File: src/sv/arxqr_pkg.sv
`default_nettype none

package arxqr_pkg;

  localparam int unsigned WORD_W  = 32;
  localparam int unsigned COUNT_W = 8;
  localparam logic [COUNT_W-1:0] ROUND_COUNT_RST = 8'd32;

  // rotation amounts of one forward round
  localparam int unsigned ROT_A1 = 16;
  localparam int unsigned ROT_C1 = 12;
  localparam int unsigned ROT_A2 = 8;
  localparam int unsigned ROT_C2 = 7;

  // step codes inside one round
  localparam logic [1:0] STEP_0 = 2'd0;
  localparam logic [1:0] STEP_1 = 2'd1;
  localparam logic [1:0] STEP_2 = 2'd2;
  localparam logic [1:0] STEP_3 = 2'd3;

  typedef struct packed {
    logic              kind;
    logic [WORD_W-1:0] word_a;
    logic [WORD_W-1:0] word_b;
    logic [WORD_W-1:0] word_c;
    logic [WORD_W-1:0] word_d;
  } arxqr_in_t;

  typedef struct packed {
    logic [WORD_W-1:0] out_a;
    logic [WORD_W-1:0] out_b;
    logic [WORD_W-1:0] out_c;
    logic [WORD_W-1:0] out_d;
  } arxqr_out_t;

  // rotate left by a constant amount
  function automatic logic [WORD_W-1:0] rotl(input logic [WORD_W-1:0] x,
                                             input int unsigned s);
    return (x << s) | (x >> (WORD_W - s));
  endfunction

endpackage

`default_nettype wire

File: src/sv/arx_quarter_round_mixer_top.sv
`default_nettype none

// channel | ports                          | handshake
// --------+--------------------------------+-----------------------------------
// input   | start, busy, in_req            | request taken when start && !busy
// result  | out_strobe, out_res            | one-cycle strobe, never stalled
// config  | cfg_we, cfg_wdata              | round count written when cfg_we
//
// one add/sub-xor-rotate step per cycle, four steps per quarter round, and round_count
// quarter rounds per item (256 when the count is zero) in the shared step unit;
// the result is registered at the last step and then strobed
// busy drops in the cycle the result strobes, so a new request can be taken
// while the result is shown
// rst_n is synchronous, active low; it restores round_count to 32
// the receiver cannot stall: results are strobed once and not held
module arx_quarter_round_mixer_top
  import arxqr_pkg::*;
(
  input  wire logic               clk,
  input  wire logic               rst_n,
  input  wire logic               start,
  output logic                    busy,
  input  wire arxqr_in_t          in_req,
  output logic                    out_strobe,
  output arxqr_out_t              out_res,
  input  wire logic               cfg_we,
  input  wire logic [COUNT_W-1:0] cfg_wdata
);

  typedef enum logic {ST_IDLE, ST_RUN} state_t;

  state_t              state_r;
  logic [1:0]          step_r;
  logic [COUNT_W-1:0]  cnt_r;
  logic                inv_r;
  logic [WORD_W-1:0]   wa_r, wb_r, wc_r, wd_r;
  logic [COUNT_W-1:0]  round_count_r;
  logic                out_strobe_r;
  arxqr_out_t          out_r;

  // operand selection for the shared step unit
  // pair 0: accumulate d with c, rotate a; pair 1: accumulate b with a, rotate c
  logic              pair_sel;
  logic [WORD_W-1:0] acc_op, src_op, rot_op;
  logic [WORD_W-1:0] sum;
  logic [WORD_W-1:0] rot_in;
  logic [WORD_W-1:0] rot_sh;
  logic [WORD_W-1:0] rot_new;
  logic [WORD_W-1:0] wa_nxt, wb_nxt, wc_nxt, wd_nxt;
  logic              last_step;

  // inverse steps run the forward pairs in swapped order
  assign pair_sel = inv_r ? ~step_r[0] : step_r[0];

  always_comb begin
    if (pair_sel) begin
      acc_op = wb_r;
      src_op = wa_r;
      rot_op = wc_r;
    end else begin
      acc_op = wd_r;
      src_op = wc_r;
      rot_op = wa_r;
    end
  end

  // forward: acc += src, rot = rotl(rot ^ acc_new)
  // inverse: rot = rotr(rot) ^ acc_old, acc -= src
  assign sum    = inv_r ? (acc_op - src_op) : (acc_op + src_op);
  assign rot_in = inv_r ? rot_op : (rot_op ^ sum);

  // right rotations are done as left rotations by the complement
  always_comb begin
    case ({inv_r, step_r})
      {1'b0, STEP_0}: rot_sh = rotl(rot_in, ROT_A1);
      {1'b0, STEP_1}: rot_sh = rotl(rot_in, ROT_C1);
      {1'b0, STEP_2}: rot_sh = rotl(rot_in, ROT_A2);
      {1'b0, STEP_3}: rot_sh = rotl(rot_in, ROT_C2);
      {1'b1, STEP_0}: rot_sh = rotl(rot_in, WORD_W - ROT_C2);
      {1'b1, STEP_1}: rot_sh = rotl(rot_in, WORD_W - ROT_A2);
      {1'b1, STEP_2}: rot_sh = rotl(rot_in, WORD_W - ROT_C1);
      {1'b1, STEP_3}: rot_sh = rotl(rot_in, WORD_W - ROT_A1);
      default:        rot_sh = rot_in;
    endcase
  end

  assign rot_new = inv_r ? (rot_sh ^ acc_op) : rot_sh;

  // write back into the words the selected pair owns
  always_comb begin
    wa_nxt = wa_r;
    wb_nxt = wb_r;
    wc_nxt = wc_r;
    wd_nxt = wd_r;
    if (pair_sel) begin
      wb_nxt = sum;
      wc_nxt = rot_new;
    end else begin
      wd_nxt = sum;
      wa_nxt = rot_new;
    end
  end

  // count is tested after each round, so zero runs 256 rounds
  assign last_step = (step_r == STEP_3) && (cnt_r == COUNT_W'(1));

  always_ff @(posedge clk) begin
    if (!rst_n) begin
      state_r       <= ST_IDLE;
      step_r        <= STEP_0;
      cnt_r         <= '0;
      round_count_r <= ROUND_COUNT_RST;
      out_strobe_r  <= 1'b0;
    end else begin
      out_strobe_r <= 1'b0;
      if (cfg_we) begin
        round_count_r <= cfg_wdata;
      end
      case (state_r)
        ST_IDLE: begin
          if (start) begin
            state_r <= ST_RUN;
            step_r  <= STEP_0;
            cnt_r   <= round_count_r;
            inv_r   <= in_req.kind;
            wa_r    <= in_req.word_a;
            wb_r    <= in_req.word_b;
            wc_r    <= in_req.word_c;
            wd_r    <= in_req.word_d;
          end
        end
        ST_RUN: begin
          wa_r   <= wa_nxt;
          wb_r   <= wb_nxt;
          wc_r   <= wc_nxt;
          wd_r   <= wd_nxt;
          step_r <= step_r + 2'd1;
          if (step_r == STEP_3) begin
            cnt_r <= cnt_r - COUNT_W'(1);
          end
          if (last_step) begin
            state_r       <= ST_IDLE;
            out_strobe_r  <= 1'b1;
            out_r.out_a   <= wa_nxt;
            out_r.out_b   <= wb_nxt;
            out_r.out_c   <= wc_nxt;
            out_r.out_d   <= wd_nxt;
          end
        end
        default: begin
          state_r <= ST_IDLE;
        end
      endcase
    end
  end

  assign busy       = (state_r == ST_RUN);
  assign out_strobe = out_strobe_r;
  assign out_res    = out_r;

  // a request always starts a run
  a_start_runs: assert property (@(posedge clk) disable iff (!rst_n)
    (start && !busy) |=> busy)
    else $error("accepted request did not start a run");

  // a run loads the configured count and starts at the first step
  a_run_load: assert property (@(posedge clk) disable iff (!rst_n)
    $rose(busy) |-> (step_r == STEP_0) && (cnt_r == $past(round_count_r)))
    else $error("run started with wrong step or count");

  // result strobes only when a run has just ended
  a_strobe_end: assert property (@(posedge clk) disable iff (!rst_n)
    out_strobe |-> !busy && $past(busy))
    else $error("result strobe not at end of run");

  // a run cannot end before its last step of a round
  a_no_early_end: assert property (@(posedge clk) disable iff (!rst_n)
    (busy && (step_r != STEP_3)) |=> busy)
    else $error("run ended mid round");

  // strobes are isolated single cycles
  a_single_strobe: assert property (@(posedge clk) disable iff (!rst_n)
    out_strobe |=> !out_strobe)
    else $error("result strobe longer than one cycle");

endmodule

`default_nettype wire
File: config.mk
export PLATFORM = sky130hd
export DESIGN_NAME = arx_quarter_round_mixer_top
export DESIGN_NICKNAME = d
export VERILOG_FILES = /design/src/sv/arxqr_pkg.sv /design/src/sv/arx_quarter_round_mixer_top.sv
export SDC_FILE = /design/constraint.sdc
export NUM_CORES = 1
export LEC_CHECK = 0
export BUFFER_PORTS_ARGS = -buffer_cell sky130_fd_sc_hd__buf_2
export CAP_MARGIN = 20
export CORE_UTILIZATION = 25
export CTS_CLUSTER_DIAMETER = 30
export CTS_CLUSTER_SIZE = 30
export DETAILED_ROUTE_END_ITERATION = 16
export GPL_TIMING_DRIVEN = 0
export PLACE_DENSITY = 0.4
export RECOVER_POWER = 25
export SYNTH_ARGS = -nofsm -noshare
export SYNTH_HDL_FRONTEND = slang
export SYNTH_SLANG_ARGS = --single-unit
File: constraint.sdc
create_clock -name clk -period 12.5 [get_ports clk]
set_input_delay 0 -clock clk [delete_from_list [all_inputs] [get_ports clk]]
set_output_delay 0 -clock clk [all_outputs]
set_load 0.05 [all_outputs]
After elaboration in Yosys (flattened, before gate mapping)
Index checks and enable logic that the tools add are counted.
Widths: inputs -> output; s select.
{"block": "word_totals", "register_bits": 277, "input_bits": 141, "word_cells": 77}
{"block": "op_classes", "reduce_logical": 8, "n_mux": 29, "n_bitwise": 11, "n_eq_ne": 11, "n_addsub": 4}
{"op": "$mux 32", "n": 14}
{"op": "$pmux 32 s2", "n": 4}
{"op": "$pmux 32 s7", "n": 1}
{"op": "$xor 32x32->32", "n": 2}
{"op": "$add 32x32->32", "n": 1}
{"op": "$or 32x12->32", "n": 1}
{"op": "$or 32x16->32", "n": 1}
{"op": "$or 32x20->32", "n": 1}
{"op": "$or 32x24->32", "n": 1}
{"op": "$or 32x25->32", "n": 1}
{"op": "$or 32x7->32", "n": 1}
{"op": "$or 32x8->32", "n": 1}
{"op": "$sub 32x32->32", "n": 1}
{"op": "$mux 8", "n": 2}
{"op": "$pmux 8 s2", "n": 1}
{"op": "$eq 3x3->1 const B", "n": 4}
{"op": "$eq 8x1->1 const B", "n": 1}
{"op": "$sub 8x1->8 const B", "n": 1}
{"op": "$eq 3x2->1 const B", "n": 2}
{"op": "$reduce_and 2->1", "n": 3}
{"op": "$reduce_and 3->1", "n": 2}
{"op": "$mux 1", "n": 4}
{"op": "$pmux 2 s2", "n": 1}
{"op": "$eq 3x1->1 const B", "n": 1}
{"op": "other kinds (10)", "n": 11}

Depth between registers and ports, before layout
{"block": "depth", "ltp_word": 13, "ltp_mapped": 26}

Worst setup path before layout
No wires, ideal clock.
{"block": "synth_path", "path_kind": "reg2reg", "start": "reg inv_r", "end": "reg wa_r[2] (data pin)", "path_slack_ns": 6.561, "stages_incl_launch_ff": 25, "t_required_ns": 12.240, "arrival_ns": 5.679, "cell_sequence": "edfxtp_1 buf_4 xor2_1 buf_2 buf_6 buf_4 buf_2 clkbuf_1 buf_1 clkbuf_1 buf_1 nand2_1 nand2_1 ha_1 clkbuf_1 a21o_1 a31oi_1 mux2_2 a311o_1 a211oi_4 xnor2_1 a221oi_2 nor3_1 a311o_1 mux2_2"}
{"block": "synth_between", "elab_chain_len": 12, "elab_cells_between_ends": 30, "classes_between": "2 x add/sub; 7 x eq/ne; 10 x mux; 9 x bitwise; 2 x reduce/logical"}
{"item": "from (decl)", "line": "arx_quarter_round_mixer_top.sv:35", "rtl": "logic inv_r;"}
{"item": "from (signal assigned)", "line": "arx_quarter_round_mixer_top.sv:125", "rtl": "inv_r <= in_req.kind;"}
{"item": "$mux 1", "line": "arx_quarter_round_mixer_top.sv:53", "rtl": "assign pair_sel = inv_r ? ~step_r[0] : step_r[0];"}
{"item": "$mux 32", "line": "arx_quarter_round_mixer_top.sv:56", "rtl": "if (pair_sel) begin"}
{"item": "$add 32x32->32 or $sub 32x32->32 (tied branches)", "line": "arx_quarter_round_mixer_top.sv:69", "rtl": "assign sum = inv_r ? (acc_op - src_op) : (acc_op + src_op);"}
{"item": "$mux 32", "line": "arx_quarter_round_mixer_top.sv:69"}
{"item": "$xor 32x32->32", "line": "arx_quarter_round_mixer_top.sv:70", "rtl": "assign rot_in = inv_r ? rot_op : (rot_op ^ sum);"}
{"item": "$mux 32", "line": "arx_quarter_round_mixer_top.sv:70"}
{"item": "$or 32x16->32, or another cell as far along", "line": "arxqr_pkg.sv:39", "rtl": "return (x << s) | (x >> (WORD_W - s));"}
{"item": "$pmux 32 s7", "line": "arx_quarter_round_mixer_top.sv:74", "rtl": "case ({inv_r, step_r})"}
{"item": "$xor 32x32->32", "line": "arx_quarter_round_mixer_top.sv:87", "rtl": "assign rot_new = inv_r ? (rot_sh ^ acc_op) : rot_sh;"}
{"item": "$mux 32", "line": "arx_quarter_round_mixer_top.sv:87"}
{"item": "$mux 32 (*)", "line": "arx_quarter_round_mixer_top.sv:95", "rtl": "if (pair_sel) begin"}
{"item": "named net wa_nxt[2]", "line": "arx_quarter_round_mixer_top.sv:49", "rtl": "logic [WORD_W-1:0] wa_nxt, wb_nxt, wc_nxt, wd_nxt;"}
{"item": "$pmux 32 s2 (*)", "line": "arx_quarter_round_mixer_top.sv:119", "rtl": "case (state_r)"}
{"item": "to (signal assigned)", "line": "arx_quarter_round_mixer_top.sv:126", "rtl": "wa_r <= in_req.word_a;"}
{"item": "to (signal assigned)", "line": "arx_quarter_round_mixer_top.sv:133", "rtl": "wa_r <= wa_nxt;"}
{"item": "to (decl)", "line": "arx_quarter_round_mixer_top.sv:36", "rtl": "logic [WORD_W-1:0] wa_r, wb_r, wc_r, wd_r;"}
The timed path passes the listed nets; every way through them passes the cells marked *.
A chain may end at the register's enable or synchronous reset.

Worst setup path in the final report
{"block": "layout_path", "start": "reg inv_r", "end": "reg out_r (netlist bit out_res[33]) (data pin)"}
{"block": "layout_between", "elab_chain_len": 11, "elab_cells_between_ends": 29, "classes_between": "2 x add/sub; 7 x eq/ne; 9 x mux; 9 x bitwise; 2 x reduce/logical"}
{"item": "$mux 1", "line": "arx_quarter_round_mixer_top.sv:53"}
{"item": "$mux 32", "line": "arx_quarter_round_mixer_top.sv:56"}
{"item": "$add 32x32->32 or $sub 32x32->32 (tied branches)", "line": "arx_quarter_round_mixer_top.sv:69"}
{"item": "$mux 32", "line": "arx_quarter_round_mixer_top.sv:69"}
{"item": "$xor 32x32->32", "line": "arx_quarter_round_mixer_top.sv:70"}
{"item": "$mux 32", "line": "arx_quarter_round_mixer_top.sv:70"}
{"item": "$or 32x16->32, or another cell as far along", "line": "arxqr_pkg.sv:39"}
{"item": "$pmux 32 s7", "line": "arx_quarter_round_mixer_top.sv:74"}
{"item": "$xor 32x32->32", "line": "arx_quarter_round_mixer_top.sv:87"}
{"item": "$mux 32", "line": "arx_quarter_round_mixer_top.sv:87"}
{"item": "$mux 32 (*)", "line": "arx_quarter_round_mixer_top.sv:95"}
{"item": "named net wc_nxt[1]", "line": "arx_quarter_round_mixer_top.sv:49"}
{"item": "to (decl)", "line": "arx_quarter_round_mixer_top.sv:39", "rtl": "arxqr_out_t out_r;"}
Marked as above.

==> flow_summary.rst <==
.. list-table::
   :header-rows: 1

   * - Metric
     - Value
   * - Warning count from the yosys run
     - 0
   * - Slowest library cell on the worst path
     - sky130_fd_sc_hd__a221oi_1
   * - Dominant cell type by area after synthesis
     - sky130_fd_sc_hd__edfxtp_1
   * - Sum of negative setup slack
     - 0 ns
   * - Power Density
     - 194.5 mW/mm^2
   * - Remaining Overflow, GRT
     - 0
   * - Worst min-delay path endpoint
     - inv_r$_DFFE_PP_
   * - Synth area leaders
     - sky130_fd_sc_hd__edfxtp_1, sky130_fd_sc_hd__nand2_1, sky130_fd_sc_hd__mux2i_1, sky130_fd_sc_hd__mux2_2, sky130_fd_sc_hd__o21ai_0
   * - Clock insertion delay at the later pin of the skew report
     - 0.63 ns
   * - Tmin final
     - 11.68 ns
   * - Total number of H-tree levels
     - 3
   * - Setup bufs post-CTS
     - 0
   * - Clock buffers created by TritonCTS
     - 81
   * - Via count normalized by instance count
     - 5.709
   * - Chain of cells forming the critical path
     - buf_4, clkbuf_1, clkbuf_1, clkbuf_1, buf_2, buf_2, buf_1, buf_2, buf_1, nor2_1, xnor2_1, ha_1, buf_2, a21oi_1, o21ai_1, a21o_1, nand3_1, a211oi_4, xnor2_1, a221oi_1, o211ai_1, o211ai_1, o21ai_1
   * - Overall power of the completed layout
     - 0.005370 W
   * - Net count after synthesis
     - 2,413
   * - Category of the most critical setup path
     - reg -> reg
   * - Post-CTS Resized
     - 0
   * - Starting density of the core
     - 25.37%
   * - Clock tree from TritonCTS
     - built
   * - First-pass GRT wire length
     - 186,100 um
   * - Post-DP HPWL
     - 113,300 um
   * - Nets
     - 2,956
   * - Worst slew margin relative to its limit
     - -2.195%
   * - Maximum number of pins on one net before global-route repair
     - 67
   * - IO Count
     - 271
   * - #FFs+latches synth
     - 277
   * - Post-synthesis average cell area
     - 9.015 sq um
   * - Flop2flop setup slack
     - 0.82 ns
   * - M1 WL
     - 59,870 um
   * - Leading register cell type out of synthesis
     - sky130_fd_sc_hd__edfxtp_1
   * - PortBufs
     - 269
   * - GRT Resource Usage Total
     - 33.45%
   * - Layout area overhead
     - 37.05%
   * - Layout cells sized above 1
     - 16.38%
   * - Detailed-route wire length per cell
     - 35.87 um
   * - Post-synthesis cell area
     - 0.02014 sq mm
   * - Number of max-capacitance violations reported
     - 1
   * - Root Driver
     - sky130_fd_sc_hd__clkbuf_16
   * - Number of flops mapped to enable cells by yosys
     - 257
   * - Maximum buffer depth of the clock tree
     - 3
   * - Number of sinks on the clock net
     - 277
   * - Number of max-slew violations in the final report
     - 26
   * - RSZ-0062 raised after global routing
     - no
   * - Signal arrival time at the worst endpoint
     - 11.99 ns
   * - Critical path endpoint category
     - flop
   * - Min-delay worst type
     - in -> reg
   * - Total vias in the final route
     - 22.26k
   * - Total Wirelength
     - 139,800 um
   * - Vias in the first global route
     - 21.60k
   * - Initial detailed-routing violation count
     - 2,575
   * - Data required time at the worst endpoint
     - 12.81 ns
   * - Reg2reg path depth
     - 23
   * - Routed Antenna Nets
     - 0
   * - Number of distinct library cells after synthesis
     - 100
   * - Highest clock frequency the design can meet
     - 85.61 MHz
   * - Proportion of synthesized flip-flops having asynchronous set or reset
     - 0%
   * - Element type at the critical path start
     - flop
   * - Total setup violations reported at the end of the flow
     - 0
   * - Final clock skew
     - 0.03097 ns
   * - Cells after Synth
     - 2,234
   * - Max FO, Critical Path
     - 11
   * - Sequential-to-total area share from yosys stat
     - 40.31%
   * - Number of failing hold endpoints at the final stage
     - 0
   * - Routability cong.
     - 0.9987
   * - Most used cell along the critical path
     - sky130_fd_sc_hd__buf_2
   * - Violated checks
     - max-capacitance violations, max-slew violations
   * - Crit-path max cell delay
     - 1.05 ns
   * - Hold Crit Start
     - in_req[128]
   * - Y dimension of the die
     - 285.8 um
   * - Critical register-to-register path startpoint
     - inv_r$_DFFE_PP_
   * - Largest voltage drop on the vdd net
     - 0.0001186 V
   * - Clk slew on worst S/H paths
     - 0.04 ns
   * - Share of the synthesized area in the top cell type
     - 38.32%
   * - Total met3 wirelength after detailed routing
     - 11,150 um
   * - Cts hold-fix bufs
     - 149
   * - DRC violations left
     - 0
   * - Die footprint
     - 0.08170 sq mm
   * - Top Layer Used
     - met5
   * - Leakage
     - 10.32 nW
   * - Final cycle utilization of the critical path
     - 93.44%
   * - Area of the core
     - 0.07939 sq mm
   * - Number of cell rows
     - 103
   * - Transition at the pin with the smallest max-transition slack
     - 1.533 ns
   * - Met2 Wirelength
     - 61,360 um
   * - Hold Path Depth
     - 2
   * - Number of detailed-route iterations in the first pass
     - 6
   * - Width of the die
     - 285.8 um
   * - Run status
     - finished with violations
   * - Antenna violations before repair
     - 6
   * - Crit Reg-Reg Endpoint
     - out_res[33]$_DFFE_PP_
-- sequential cells by signal, indices dropped and copies added, names as in the netlist --
signal	flops
step_r	2
out_strobe	1
out_res	128
busy	1
inv_r	1
wd_r	32
wc_r	32
cnt_r	8
wa_r	32
round_count_r	8
wb_r	32
-- stage by stage --
stage	setup slack, ns	hold WS [ns]	utilization (%)	std cells	area (sq um)
global placement	0.9516	0.1808	28.72	3553	22800
CTS	1.320	0.06230	34.96	3893	27750
global route	0.9797	0.08093	34.76	3895	27590
floorplan	6.561	0.09887	-	2234	20140
finish	0.8195	0.1056	34.77	3898	27600
detailed placement	1.336	0.1863	29.44	3593	23370
-- kinds of logic after synthesis --
group,after synthesis,synth area share [%]
xor gates and xnor gates,110,5.548
DFF,277,40.31
AOI/OAI and AO/OA,606,19.98
muxes,175,9.294
and+or+nand+nor,842,18.69
adders and majority gates,38,2.398
buffers and inverters,186,3.777
-- Yosys cell counts, types with 49 or more instances --
| cell | n |
|---|---|
| sky130_fd_sc_hd__xnor2_1 | 62 |
| sky130_fd_sc_hd__nand2_1 | 408 |
| sky130_fd_sc_hd__edfxtp_1 | 257 |
| sky130_fd_sc_hd__nor2_1 | 162 |
| sky130_fd_sc_hd__clkbuf_1 | 102 |
| sky130_fd_sc_hd__mux2i_1 | 92 |
| sky130_fd_sc_hd__a21oi_1 | 123 |
| sky130_fd_sc_hd__mux2_2 | 80 |
| sky130_fd_sc_hd__o21ai_0 | 153 |
| sky130_fd_sc_hd__nor3_1 | 61 |
| sky130_fd_sc_hd__nand3_1 | 49 |
-- power by group --
| part | switching [W] | internal [W] |
|---|---|---|
| sequential | 0.0000717 | 0.00112 |
| combinational | 0.00142 | 0.000583 |
| clock | 0.000662 | 0.00151 |
| total | 0.00216 | 0.00321 |
-- critical path, delay by kind of cell, from the launching register on --
kind                     cells  cell delay (ns)
buffers and inverters       10             5.58
AO/OA/AOI/OAI                8             3.89
XOR/XNOR                     2             0.95
AND/OR/NAND/NOR              2             0.31
flip-flops                   1             0.31
adder cells (fa/ha/maj)      1             0.25
-- cell type report --
class	instances	area, sq um
well taps	1050	1314
clock buffers	96	2105
repair buffers	460	3189
diodes	3	7.507
flip-flops and latches	277	8118
plain buffers	156	648.1
inverters	30	112.6
clock inverters	55	784.5
multi-input cells	1771	11320
fillers	8376	51780
-- routing by layer --
| metal | GRT usage (%) | up-vias |
|---|---|---|
| met3 | 6.021 | 241 |
| met4 | 16.16 | 4 |
| met2 | 51.41 | 1280 |
| li1 | - | 9470 |
| met5 | 0 | - |
| met1 | 45.15 | 11260 |
-- cell usage in the layout (no fill, tap or decap), drive strengths merged, types with 17 or more instances in the layout --
cell type | Yosys | routed
mux2i | 94 | 94
a21oi | 125 | 125
xor2 | 38 | 38
nand4 | 23 | 23
mux2 | 80 | 80
inv | 28 | 30
nor3 | 63 | 63
nand2 | 408 | 408
and3 | 24 | 24
clkbuf | 102 | 329
nor2b | 17 | 17
buf | 54 | 234
a31oi | 23 | 23
o221ai | 37 | 37
nor2 | 162 | 162
clkinv | 2 | 31
dlygate4sd3 | 0 | 149
nand3 | 49 | 49
o22ai | 33 | 33
and2 | 22 | 22
o211ai | 27 | 27
xnor2 | 63 | 63
edfxtp | 257 | 257
ha | 37 | 37
dfxtp | 20 | 20
o21ai | 178 | 178
or3 | 24 | 24
-- how the worst max path moves through the flow --
stage	start	end	slack, ns	cells past startpoint
after floorplan	inv_r$_DFFE_PP_	wa_r[2]$_DFFE_PP_	6.56	24
after global placement	inv_r$_DFFE_PP_	wc_r[10]$_DFFE_PP_	0.95	23
after detailed placement	inv_r$_DFFE_PP_	out_res[33]$_DFFE_PP_	1.34	23
after CTS	inv_r$_DFFE_PP_	out_res[33]$_DFFE_PP_	1.32	23
after global routing	inv_r$_DFFE_PP_	out_res[33]$_DFFE_PP_	0.98	23
final	inv_r$_DFFE_PP_	out_res[33]$_DFFE_PP_	0.82	23
Note: power is estimated with default switching activity, not from simulation.
